**config.mk**
```make
export PLATFORM = sky130hd
export DESIGN_NAME = addressed_packet_receiver_forwarder
export DESIGN_NICKNAME = d
export VERILOG_FILES = /design/src/hdl/aprf_pkg.sv /design/src/hdl/addressed_packet_receiver_forwarder.sv /design/src/hdl/aprf_front.sv /design/src/hdl/aprf_queue.sv /design/src/hdl/aprf_back.sv
export SDC_FILE = /design/constraint.sdc
export NUM_CORES = 2
export LEC_CHECK = 0
export BUFFER_PORTS_ARGS = -buffer_cell sky130_fd_sc_hd__buf_2
export CAP_MARGIN = 5
export CELL_PAD_IN_SITES_DETAIL_PLACEMENT = 1
export CELL_PAD_IN_SITES_GLOBAL_PLACEMENT = 2
export CORE_ASPECT_RATIO = 1.1
export CORE_MARGIN = 2
export CORE_UTILIZATION = 49
export DETAILED_ROUTE_END_ITERATION = 8
export HOLD_SLACK_MARGIN = 0.1
export PLACE_DENSITY = 0.78
export REMOVE_ABC_BUFFERS = 1
export SLEW_MARGIN = 20
export SYNTH_ARGS = -nofsm -noshare
export SYNTH_HDL_FRONTEND = slang
export SYNTH_SLANG_ARGS = --single-unit
```
**constraint.sdc**
```tcl
create_clock -name clk -period 5 [get_ports clk]
set_input_delay 0.5 -clock clk [delete_from_list [all_inputs] [get_ports clk]]
set_output_delay 0.5 -clock clk [all_outputs]
set_load 0.02 [all_outputs]
```
**src/hdl/aprf_pkg.sv**
```systemverilog
// ----------------------------------------------------------------------------
// aprf_pkg: shared types and codes for the addressed packet receiver/forwarder
// Holds the action codes, parser phases, register indexes and the queue word.
// ----------------------------------------------------------------------------
package aprf_pkg;

	typedef enum logic [1:0] {
		ACT_BYTE    = 2'd0,
		ACT_READ    = 2'd1,
		ACT_RELEASE = 2'd2,
		ACT_NONE    = 2'd3
	} action_t;

	typedef enum logic [2:0] {
		PH_START   = 3'd0,
		PH_DEST    = 3'd1,
		PH_SRC     = 3'd2,
		PH_LEN     = 3'd3,
		PH_PAYLOAD = 3'd4,
		PH_CHECK   = 3'd5,
		PH_END     = 3'd6
	} phase_t;

	localparam logic [1:0] REG_DEV_ID    = 2'd0;
	localparam logic [1:0] REG_START     = 2'd1;
	localparam logic [1:0] REG_END       = 2'd2;
	localparam logic [1:0] REG_FWD_EN    = 2'd3;

	// Front-to-back command word: one per accepted input word.
	typedef struct packed {
		logic [1:0] fwd_count;
		logic [7:0] fwd_first;
		logic [7:0] fwd_second;
		logic [2:0] phase;
		logic       store_wr;   // write payload byte into the store
		logic [7:0] store_pos;  // payload position
		logic [7:0] data;
		logic       commit;     // own frame finished with good checks
		logic       check_own;  // own frame reached its checksum byte
		logic [7:0] frame_len;
		logic       do_read;
		logic       do_release;
		logic [5:0] read_index;
	} cmd_t;

endpackage

```
**src/hdl/addressed_packet_receiver_forwarder.sv**
```systemverilog
// ----------------------------------------------------------------------------
// addressed_packet_receiver_forwarder: framed packet parser with forwarding
// Parses start/dest/src/len/payload/checksum/end frames, keeps own packets.
// ----------------------------------------------------------------------------
// One word in, one result word out, at one word per clock while results are
// taken. A front parser classifies each word, a two-entry queue hands the
// command to the back end, which updates the slot store (RX_SLOTS slots of
// MAX_PAYLOAD bytes) and registers the result; each command is held in a queue
// entry, then in the result register. A stalled result holds the back end; the
// queue lets the parser take two more words first. Store entries never written
// read as garbage but are never returned. The store has no clearing pass.
module addressed_packet_receiver_forwarder #(
	parameter int RX_SLOTS    = 4,
	parameter int MAX_PAYLOAD = 64
) (
	input  logic        clk,
	input  logic        arst_n,
	input  logic        s_tvalid,
	output logic        s_tready,
	input  logic [15:0] s_tdata,   // action[1:0], data_byte[9:2], read_index[15:10]
	output logic        m_tvalid,
	input  logic        m_tready,
	output logic [47:0] m_tdata,   // fwd_count, fwd_first, fwd_second, accepted,
	                               // dropped, packets_waiting, head_len,
	                               // read_data, parse_phase (low bit up)
	input  logic        cfg_valid,
	output logic        cfg_ready,
	input  logic [1:0]  cfg_index,
	input  logic [7:0]  cfg_data
);
	import aprf_pkg::*;

	logic [7:0] dev_id_q, start_q, end_q;
	logic       fwd_en_q;
	logic       q_full, q_nonempty, q_pop, step;
	cmd_t       front_cmd, head_cmd;

	assign cfg_ready = 1'b1;
	assign s_tready  = !q_full;
	assign step      = s_tvalid && s_tready;

	// Hold configuration registers; write one per handshake.
	always_ff @(posedge clk or negedge arst_n) begin
		if (!arst_n) begin
			dev_id_q <= 8'hFF;
			start_q  <= 8'd2;
			end_q    <= 8'd3;
			fwd_en_q <= 1'b0;
		end else if (cfg_valid) begin
			unique case (cfg_index)
				REG_DEV_ID: dev_id_q <= cfg_data;
				REG_START:  start_q  <= cfg_data;
				REG_END:    end_q    <= cfg_data;
				REG_FWD_EN: fwd_en_q <= cfg_data[0];
				default: ;
			endcase
		end
	end

	aprf_front #(.MAX_PAYLOAD(MAX_PAYLOAD)) u_front (
		.clk, .arst_n, .step,
		.action(s_tdata[1:0]), .data_byte(s_tdata[9:2]), .read_index(s_tdata[15:10]),
		.dev_id(dev_id_q), .start_code(start_q), .end_code(end_q),
		.forward_enable(fwd_en_q), .cmd(front_cmd)
	);

	aprf_queue u_queue (
		.clk, .arst_n, .push(step), .push_cmd(front_cmd), .full(q_full),
		.pop(q_pop), .nonempty(q_nonempty), .head(head_cmd)
	);

	aprf_back #(.RX_SLOTS(RX_SLOTS), .MAX_PAYLOAD(MAX_PAYLOAD)) u_back (
		.clk, .arst_n, .cmd_valid(q_nonempty), .cmd(head_cmd), .cmd_pop(q_pop),
		.out_valid(m_tvalid), .out_ready(m_tready), .out_data(m_tdata)
	);

`ifndef SYNTHESIS
	// Never push into a full queue.
	a_no_overflow: assert property (@(posedge clk) disable iff (!arst_n)
		q_full |-> !step) else $error("queue overflow");
	// Never pop an empty queue.
	a_no_underflow: assert property (@(posedge clk) disable iff (!arst_n)
		q_pop |-> q_nonempty) else $error("queue underflow");
	// A stalled result must not advance.
	a_hold: assert property (@(posedge clk) disable iff (!arst_n)
		(m_tvalid && !m_tready) |=> $stable(m_tdata)) else $error("result moved");
`endif

endmodule

```
**src/hdl/aprf_front.sv**
```systemverilog
// ----------------------------------------------------------------------------
// aprf_front: frame parser
// Tracks the frame phase and checksum, decides forwarding and store commands.
// ----------------------------------------------------------------------------
module aprf_front #(
	parameter int MAX_PAYLOAD = 64
) (
	input  logic            clk,
	input  logic            arst_n,
	input  logic            step,
	input  logic [1:0]      action,
	input  logic [7:0]      data_byte,
	input  logic [5:0]      read_index,
	input  logic [7:0]      dev_id,
	input  logic [7:0]      start_code,
	input  logic [7:0]      end_code,
	input  logic            forward_enable,
	output aprf_pkg::cmd_t  cmd
);
	import aprf_pkg::*;

	phase_t     phase_q, phase_d;
	logic       own_q, own_d;
	logic [7:0] len_q, len_d;
	logic [7:0] pos_q, pos_d;
	logic [7:0] sum_q, sum_d;

	always_comb begin
		phase_d = phase_q;
		own_d   = own_q;
		len_d   = len_q;
		pos_d   = pos_q;
		sum_d   = sum_q;
		cmd     = '0;
		cmd.data       = data_byte;
		cmd.read_index = read_index;
		cmd.store_pos  = pos_q;
		cmd.frame_len  = len_q;
		unique case (action_t'(action))
			ACT_BYTE: begin
				if (phase_q == PH_DEST)
					own_d = (data_byte == dev_id);
				if (phase_q != PH_START && !own_d && forward_enable) begin
					if (phase_q == PH_DEST) begin
						cmd.fwd_count  = 2'd2;
						cmd.fwd_first  = start_code;
						cmd.fwd_second = data_byte;
					end else begin
						cmd.fwd_count = 2'd1;
						cmd.fwd_first = data_byte;
					end
				end
				unique case (phase_q)
					PH_START: begin
						if (data_byte == start_code) begin
							own_d   = 1'b0;
							len_d   = '0;
							pos_d   = '0;
							sum_d   = '0;
							phase_d = PH_DEST;
						end
					end
					PH_DEST: begin
						sum_d   = data_byte;
						phase_d = PH_SRC;
					end
					PH_SRC: begin
						sum_d   = sum_q + data_byte;
						phase_d = PH_LEN;
					end
					PH_LEN: begin
						len_d   = data_byte;
						pos_d   = '0;
						sum_d   = sum_q + data_byte;
						phase_d = (data_byte == 8'd0) ? PH_CHECK : PH_PAYLOAD;
					end
					PH_PAYLOAD: begin
						cmd.store_wr = own_q && (32'(pos_q) < MAX_PAYLOAD);
						sum_d = sum_q + data_byte;
						pos_d = pos_q + 8'd1;
						if (pos_d >= len_q)
							phase_d = PH_CHECK;
					end
					PH_CHECK: begin
						cmd.check_own = own_q;
						cmd.commit    = own_q && (data_byte == sum_q)
							&& (32'(len_q) <= MAX_PAYLOAD);
						phase_d = PH_END;
					end
					default: begin
						if (data_byte == end_code)
							phase_d = PH_START;
					end
				endcase
			end
			ACT_READ:    cmd.do_read    = 1'b1;
			ACT_RELEASE: cmd.do_release = 1'b1;
			default: ;
		endcase
		cmd.phase = phase_d;
	end

	always_ff @(posedge clk or negedge arst_n) begin
		if (!arst_n) begin
			phase_q <= PH_START;
			own_q   <= 1'b0;
			len_q   <= '0;
			pos_q   <= '0;
			sum_q   <= '0;
		end else if (step) begin
			phase_q <= phase_d;
			own_q   <= own_d;
			len_q   <= len_d;
			pos_q   <= pos_d;
			sum_q   <= sum_d;
		end
	end

endmodule

```
**src/hdl/aprf_queue.sv**
```systemverilog
// ----------------------------------------------------------------------------
// aprf_queue: two-entry command queue
// Decouples the parser from the packet store so each side stalls on its own.
// ----------------------------------------------------------------------------
module aprf_queue (
	input  logic            clk,
	input  logic            arst_n,
	input  logic            push,
	input  aprf_pkg::cmd_t  push_cmd,
	output logic            full,
	input  logic            pop,
	output logic            nonempty,
	output aprf_pkg::cmd_t  head
);
	import aprf_pkg::*;

	cmd_t       mem_q [2];
	logic       wp_q, rp_q;
	logic [1:0] cnt_q;

	assign full     = cnt_q[1];
	assign nonempty = (cnt_q != 2'd0);
	assign head     = mem_q[rp_q];

	always_ff @(posedge clk) begin
		if (push)
			mem_q[wp_q] <= push_cmd;
	end

	always_ff @(posedge clk or negedge arst_n) begin
		if (!arst_n) begin
			wp_q  <= 1'b0;
			rp_q  <= 1'b0;
			cnt_q <= '0;
		end else begin
			if (push) wp_q <= ~wp_q;
			if (pop)  rp_q <= ~rp_q;
			cnt_q <= cnt_q + {1'b0, push} - {1'b0, pop};
		end
	end

endmodule

```
**src/hdl/aprf_back.sv**
```systemverilog
// ----------------------------------------------------------------------------
// aprf_back: packet store and result stage
// Executes queued commands against the slot store and registers each result.
// ----------------------------------------------------------------------------
module aprf_back #(
	parameter int RX_SLOTS    = 4,
	parameter int MAX_PAYLOAD = 64
) (
	input  logic           clk,
	input  logic           arst_n,
	input  logic           cmd_valid,
	input  aprf_pkg::cmd_t cmd,
	output logic           cmd_pop,
	output logic           out_valid,
	input  logic           out_ready,
	output logic [47:0]    out_data
);
	import aprf_pkg::*;

	localparam int SW = (RX_SLOTS > 1) ? $clog2(RX_SLOTS) : 1;
	localparam int CW = $clog2(RX_SLOTS + 1);
	localparam int DEPTH = RX_SLOTS * MAX_PAYLOAD;
	localparam int AW = (DEPTH > 1) ? $clog2(DEPTH) : 1;

	logic [7:0] store_q [DEPTH];
	logic [7:0] lens_q [RX_SLOTS];
	logic [SW-1:0] wslot_q, rslot_q;
	logic [CW-1:0] count_q, count_d;
	logic          lost_q;

	// Stage 1: command executed, read data captured.
	logic          v_s1;
	cmd_t          c_s1;
	logic          acc_s1, drop_s1, rd_ok_s1;
	logic [CW-1:0] count_s1;
	logic [6:0]    hlen_s1;
	logic [7:0]    rdata_s1;

	logic adv;
	logic [SW-1:0] wslot_n, rslot_n;
	logic full_now, acc, rd_ok;
	logic [7:0] hlen_cur;
	logic [AW-1:0] waddr, raddr;

	function automatic logic [SW-1:0] slot_inc(input logic [SW-1:0] s);
		slot_inc = (32'(s) == RX_SLOTS - 1) ? '0 : s + 1'b1;
	endfunction

	assign adv     = !v_s1 || out_ready;
	assign cmd_pop = cmd_valid && adv;

	assign full_now = (32'(count_q) >= RX_SLOTS);
	assign acc      = cmd.commit && !full_now && !lost_q;
	assign hlen_cur = lens_q[rslot_q];
	assign rd_ok    = cmd.do_read && (count_q != '0)
		&& ({2'b0, cmd.read_index} < hlen_cur);
	assign wslot_n  = slot_inc(wslot_q);
	assign rslot_n  = slot_inc(rslot_q);
	assign waddr    = AW'(32'(wslot_q) * MAX_PAYLOAD + 32'(cmd.store_pos));
	assign raddr    = AW'(32'(rslot_q) * MAX_PAYLOAD + 32'(cmd.read_index));

	always_comb begin
		count_d = count_q;
		if (acc)
			count_d = count_q + 1'b1;
		else if (cmd.do_release && count_q != '0)
			count_d = count_q - 1'b1;
	end

	always_ff @(posedge clk) begin
		if (cmd_pop) begin
			if (cmd.store_wr && !full_now)
				store_q[waddr] <= cmd.data;
			if (acc)
				lens_q[wslot_q] <= cmd.frame_len;
			rdata_s1 <= store_q[raddr];
			c_s1     <= cmd;
			acc_s1   <= acc;
			drop_s1  <= cmd.check_own && !acc;
			rd_ok_s1 <= rd_ok;
			count_s1 <= count_d;
		end
	end

	// Head length sampled after the update, so read it from the new head.
	always_comb begin
		hlen_s1 = (count_q != '0) ? hlen_cur[6:0] : 7'd0;
	end

	always_ff @(posedge clk or negedge arst_n) begin
		if (!arst_n) begin
			wslot_q <= '0;
			rslot_q <= '0;
			count_q <= '0;
			lost_q  <= 1'b0;
			v_s1    <= 1'b0;
		end else begin
			if (adv)
				v_s1 <= cmd_pop;
			if (cmd_pop) begin
				count_q <= count_d;
				if (acc)
					wslot_q <= wslot_n;
				if (cmd.do_release && count_q != '0)
					rslot_q <= rslot_n;
				if (cmd.phase == PH_DEST && cmd.fwd_count != 2'd2 && !cmd.check_own)
					lost_q <= 1'b0;
				if (cmd.store_wr && full_now)
					lost_q <= 1'b1;
				if (cmd.check_own)
					lost_q <= 1'b0;
			end
		end
	end

	// Output fields: fwd_count, fwd_first, fwd_second, accepted, dropped,
	// packets_waiting, head_len, read_data, parse_phase.
	assign out_valid = v_s1;
	assign out_data  = {7'b0, c_s1.phase, (rd_ok_s1 ? rdata_s1 : 8'd0), hlen_s1,
		3'(count_s1), drop_s1, acc_s1, c_s1.fwd_second, c_s1.fwd_first,
		c_s1.fwd_count};

endmodule

```
[Yosys cells after proc, flatten, opt, wreduce, memory -nomap -nowiden]
Memory sizes are Yosys's and may differ from the RTL's. A register that Yosys moved wholly into a read port is not among the register bits.
Index checks and enable logic that the tools add are counted.
Storage, ports and cells
  register bits: 93
  latch bits: 0
  bits in writable memories: 2192
  ROM bits: 0
  input bits: 31
  output and inout bits: 51
  word-level logic and storage cells: 153
  memories kept: 3
Memories
  u_back.store_q: depth 256, width 8, read ports 1, clocked after memory_dff 1, wr ports 1, RTL line aprf_back.sv:25  | logic [7:0] store_q [DEPTH];
  u_queue.mem_q: depth 2, width 56, read ports 1, clocked after memory_dff 0, wr ports 1, RTL line aprf_queue.sv:17  | cmd_t mem_q [2];
  u_back.lens_q: depth 4, width 8, read ports 1, clocked after memory_dff 0, wr ports 1, RTL line aprf_back.sv:26  | logic [7:0] lens_q [RX_SLOTS];
Cells by class
  $add $sub $neg: 10
  multipliers: 0
  divide/modulo/power cells: 0
  magnitude comparators: 5
  equal/unequal tests: 19
  shifts and indexed selects: 0
  multiplexer cells: 41
  bitwise gates (word level): 2
  reduce and logical (&&, ||, !) cells: 48
Operators by type and width (number)
  $pmux W8 S3: 2
  $mux W18: 2
  $eq A8 B8 Y1: 4
  $mux W8: 3
  $mux W1: 20
  $mux W3: 6
  $pmux W3 S6: 1
  $logic_and A1 B1 Y1: 17
  $add A8 B8 Y8: 2
  $pmux W8 S2: 1
  $reduce_and A2 Y1: 8
  $reduce_bool A3 Y1: 5
  $reduce_and A4 Y1: 3
  $eq A2 B2 Y1 const B: 5
  $mux W10: 1
  $add A8 B1 Y8 const B: 1
  $add A8 B6 Y8: 1
  $ge A8 B8 Y1: 1
  $le A8 B7 Y1 const B: 1
  $logic_not A8 Y1: 1
  $lt A6 B8 Y1: 1
  $lt A8 B7 Y1 const B: 1
  $mux W2: 4
  $logic_not A1 Y1: 7
  19 further kinds: 27

[Logic depth before layout (Yosys ltp)]
  depth in word-level cells: 8
  mapped depth: 14

[By module]
From an unflattened synthesis, not the netlist that was laid out.
Unflattened totals
  cells, all modules: 4300
  area total of the unflattened synthesis: 90127.7 um2
Modules (own cells, without submodules)
  aprf_back: times used 1, cells each 3759, area each 82251.4 um2, sequential area each 63736.1 um2
  aprf_queue: times used 1, cells each 188, area each 4354.2 um2, sequential area each 3463.3 um2
  aprf_front: times used 1, cells each 295, area each 2533.7 um2, sequential area each 700.7 um2
  addressed_packet_receiver_forwarder: times used 1, cells each 58, area each 988.4 um2, sequential area each 639.4 um2

[Worst setup path before layout]
Ideal clock, no wire load.
  path type: register to register
  start: register u_queue.rp_q
  end: memory u_back.store_q[0][0], data pin
  library setup time: 555 ps
  data arrival time: 3775 ps
  path slack: 670 ps
  cell stages (with the launch flop): 8
  buffers on the path: 6
  clock period less this slack: 4330 ps
  path through: dfrtp_1 buf_4 buf_4 buf_1 clkbuf_1 buf_2 buf_1 mux2_2
RTL lines
  start: declaration: RTL line aprf_queue.sv:18  | logic wp_q, rp_q;
  start signal: assignment: RTL line aprf_queue.sv:37  | if (pop) rp_q <= ~rp_q;
  end: declaration: RTL line aprf_back.sv:25

[Worst setup path in the final report]
  start: register u_queue.rp_q
  end: register u_back.rdata_s1[5], read port of u_back.store_q, data pin
On the way
  cells in the longest elaborated chain, start to end: 2
Ends and longest elaborated chain
  $mem_v2 Z2 W56
  $add A8 B6 Y8: RTL line aprf_back.sv:60  | assign raddr = AW'(32'(rslot_q) * MAX_PAYLOAD + 32'(cmd.read_index));
  end: declaration: RTL line aprf_back.sv:37  | logic [7:0] rdata_s1;
Every way passes these cells.
A chain may end at the register's enable or synchronous reset.

==> summary.md <==
| Metric | Value |
|---|---|
| Yosys top cell area share | around 74% |
| Critical Path RT | 5.61 ns |
| FFs w/ async S/R, synth | 2.88% |
| WHS Endpoint | u_queue.wp_q$_DFFE_PN0P_ |
| Simple-gate share of the synthesized area | 4.20% |
| Vias in the first global route | roughly 53k |
| Adder-Cell Fraction of Synth Area | 0.462% |
| Synth Register Bits | 2293 |
| Flop2flop setup slack | 0.27 ns |
| Synth area leaders | edfxtp_1 74%, mux4_2 6.8%, mux2i_1 4.5% |
| Status | finished, final reports clean |
| Cell Count, Final, Fillers Out | slightly above 8k |
| Clk network pwr share | 28.9% |
| P_int | 38.9 mW |
| Drt total wl | roughly 270 mm |
| Mapped Area | between 90000 and 100000 um^2 |
| Layout cells sized above 1 | 20.8% |
| Antenna Nets Post-Route | 0 |
| Vias/cell | around 6.3 |
| Die Y | roughly 460 um |
| Avg Inst Size Synth | 17.7 um^2 |
| DIE AREA | 189000 um^2 |
| CTS tree | built |
| Post-DP HPWL | 165 mm |
| Nets@finish | between 5k and 6k |
| Final Slew Violations | 0 |
| CP Launch Type | register |
| Clk pin slew, worst setup/hold paths | 0.07 ns |
| Flop pwr share | 41.0% |
| NetSw | 19.8 mW |
| Actual slew at the worst max-slew pin | 1.24 ns |
| TritonCTS Sinks | 2293 |
| Root Buffer | clkbuf_16 |
| Vias | 51.4k |
| Chip width | 415 um |
| Most common cell in the synthesized netlist | edfxtp_1 |
| Worst hold start | s_tvalid |
| Compound-Gate Fraction of Synth Area | ~5.4% |
| Post-synthesis mux area share | between 10% and 20% |
| Endpoints failing hold | 0 |
| Initial antenna violation count | 10 |
| Max Freq | 211 MHz |
| Final Setup Violations | 0 |
| Min Tclk post-route | 4.73 ns |
| Residual DRC | 0 |
| Placement Setup Slack | 0.275 ns |
| Pin count of the biggest net entering global routing | 113 |
| Clk_skew | ~0.060 ns |
| Post-CTS Setup Inserts | 0 |
| Largest family of logic cells by synthesized area | multiplexers |
| Worst hold slack | roughly 0.17 ns |
| XOR/XNOR Fraction of Synth Area | 0.443% |
| CP arrival | 5.34 ns |
| Commonest register cell after synthesis | edfxtp_1 |
| Slew headroom | 16.3% |
| DP Cell Count | 7722 |
| Top cells by count, synth | 2227 x edfxtp_1, 412 x mux2i_1, 351 x nand2_1 |
| R2R Path Start | u_queue.rp_q$_DFFE_PN0P_ |
| Routed WL per cell | about 33 um |
| Post-synth EDFFs | 2227 |
| Worst min-delay path class | in2reg |
| Critical path class | reg2reg |
| Rows | around 170 |
| Peak supply drop | 0.000464 V |
| Switching share of power | 33.7% |
| Clk buf depth | 3 |
| Post-synthesis cell type count | 72 |
| Initial Utilization | 49.4% |
| RSZ-0062 raised after global routing | false |
| DRT Pass-1 Iters | 5 |
| DR iter-0 viols | 5415 |
| Global-route wire length before repair | approximately 390 mm |
| Core ar. | around 180000 um^2 |
| Combinational share of power | between 30% and 40% |
| Final worst path period share | 94.6% |
| Crit end category | register |
| Port bufs | 73 |
| Syn Inst Count | 5144 |
| Max Cap Viol | 0 |
| Reg2Reg Capture Point | u_back.rdata_s1[5]$_DFFE_PP_ |
| Synth warn | 0 |
| Largest area contributor in the netlist | edfxtp_1 |
| Clock latency on the worst-skew pair | a little under 0.9 ns |
| Global route overflow | 0 |
| GPL Wtd Cong | between 0.8 and 0.9 |
| R2r worst-path depth | 9 |
| Area Overhead vs Synth | 14.7% |
| All-Layer GR Usage | 28.3% |
| Final WS setup | around 0.27 ns |
| I/O Pins | 82 |
| PD cells | 563 nW/um^2 |
| Crit path max fanout | 24 |
| Hold Path Stages | 4 |
| H-tree depth | 4 |
| LEAKAGE | 34.8 nW |
| CTS Buf Count | 220 |
| Sequential share of the synthesized area | 75.3% |
critical path, cell delays in order (launching register included):
cell and delay, ns:
dfrtp_4 0.65, mux2i_4 0.76, buf_12 0.32, buf_12 0.24, mux4_2 0.58, a21oi_1 0.19, o21ai_0 0.20, o2111ai_1 0.82
o21ai_0 0.32, a211o_1 0.34
stage by stage:
| step | cell area [um^2] | utilization (%) | setup TNS, ns | total power, mW |
|---|---|---|---|---|
| 2_1_floorplan | 89400 | - | -112.68 | 35.3 |
| 3_3_place_gp | 96600 | 52.5 | -0.00537 | 41.6 |
| 3_5_place_dp | 96700 | 52.5 | 0 | 42.0 |
| 4_1_cts | 104000 | 56.6 | 0 | 58.8 |
| 5_1_grt | 104000 | 56.6 | 0 | 60.3 |
| 6_report | 104000 | 56.6 | 0 | 58.7 |
cells in the final DEF, fill, tap and decap left out, types with 12 or more instances in the layout:
cell	netlist	final
bufinv_16	0	28
nor3_1	80	80
edfxtp_1	2227	2227
o21ai_0	97	97
xnor2_1	28	28
dfrtp_1	55	52
o221ai_1	172	172
xor2_1	18	18
nand4_1	15	15
nand3_1	55	55
clkinvlp_4	0	13
ha_1	32	32
buf_4	45	358
a22o_1	16	16
o22ai_1	69	69
nor2_1	321	319
a211oi_1	21	21
inv_1	37	36
a31oi_1	22	22
nand2_1	351	335
nand2_2	0	16
buf_2	102	73
a21oi_1	252	252
clkbuf_1	143	41
and2_1	27	26
clkinv_1	2	53
buf_12	0	42
and3_1	12	12
clkinv_2	0	43
clkbuf_16	0	224
dlygate4sd3_1	0	31
mux2_2	67	58
mux4_2	274	274
mux2i_1	412	409
nand2b_1	12	12
cells by family after synthesis:
| group | count (synthesis) |
|---|---|
| flops | 2293 |
| simple gates | 905 |
| mux | 756 |
| compound gates | 745 |
| buf+inv | 364 |
| xor+xnor | 46 |
| fa+ha+maj | 33 |
| other cells | 2 |
final cells by class:
type / instances / area [um^2]
Inverter: 41 / 161
Clock inverter: 150 / 1530
Antenna cell: 6 / 15.0
Tap cell: 2421 / 3030
Sequential cell: 2293 / 68500
Fill cell: 16400 / 79800
Clock buffer: 268 / 5800
Timing Repair Buffer: 505 / 4210
Multi-Input combinational cell: 2493 / 21000
how the worst max path moves through the flow:
stage	startpoint	end	cells past startpoint	slack [ns]
after floorplan	u_queue.rp_q$_DFFE_PN0P_	u_back.rdata_s1[2]$_DFFE_PP_	7	-12.68
after global placement	u_queue.rp_q$_DFFE_PN0P_	u_back.rdata_s1[4]$_DFFE_PP_	8	-0.005
after detailed placement	u_queue.rp_q$_DFFE_PN0P_	u_back.rdata_s1[4]$_DFFE_PP_	9	0.27
after CTS	u_queue.rp_q$_DFFE_PN0P_	u_back.rdata_s1[4]$_DFFE_PP_	9	0.26
after global routing	u_queue.rp_q$_DFFE_PN0P_	u_back.rdata_s1[5]$_DFFE_PP_	9	0.17
final	u_queue.rp_q$_DFFE_PN0P_	u_back.rdata_s1[5]$_DFFE_PP_	9	0.27
routing by layer:
metal / routed length [um] / vias to the layer above / GRT usage (%) / part of all wire [%]
met5: 23 / - / 0 / 0.0085
met4: 11800 / 4 / 11.3 / 4.4
met2: 132000 / 2202 / 46.7 / 49
li1: - / 21300 / - / -
met3: 19000 / 486 / 4.42 / 7.0
met1: 106000 / 27400 / 38.0 / 39
state kept, by name, summed over array words and instances, names as in the netlist, 3 cells and up:
register / cells
u_back.store_q: 2048
u_back.count_s1: 3
u_front.pos_q: 8
u_back.count_q: 3
dev_id_q: 8
start_q: 8
u_queue.mem_q: 112
u_back.rdata_s1: 8
u_front.phase_q: 3
u_front.sum_q: 8
u_back.out_data: 21
u_front.len_q: 8
u_back.lens_q: 32
end_q: 8
power by group through the flow:
stage          logic, mW  clock network [mW]  registers, mW
2_1_floorplan       10.5                   0           24.8
3_3_place_gp        17.1                   0           24.5
3_5_place_dp        17.5                   0           24.5
4_1_cts             17.6                17.2           24.1
5_1_grt             18.4                17.8           24.1
6_report            17.7                17.0           24.1
timing repair:
action,CTS,global route
resized for setup,0,0
hold buffers,31,0
hold endpoints to repair,74,0
Power figures use the tool's default switching activity.
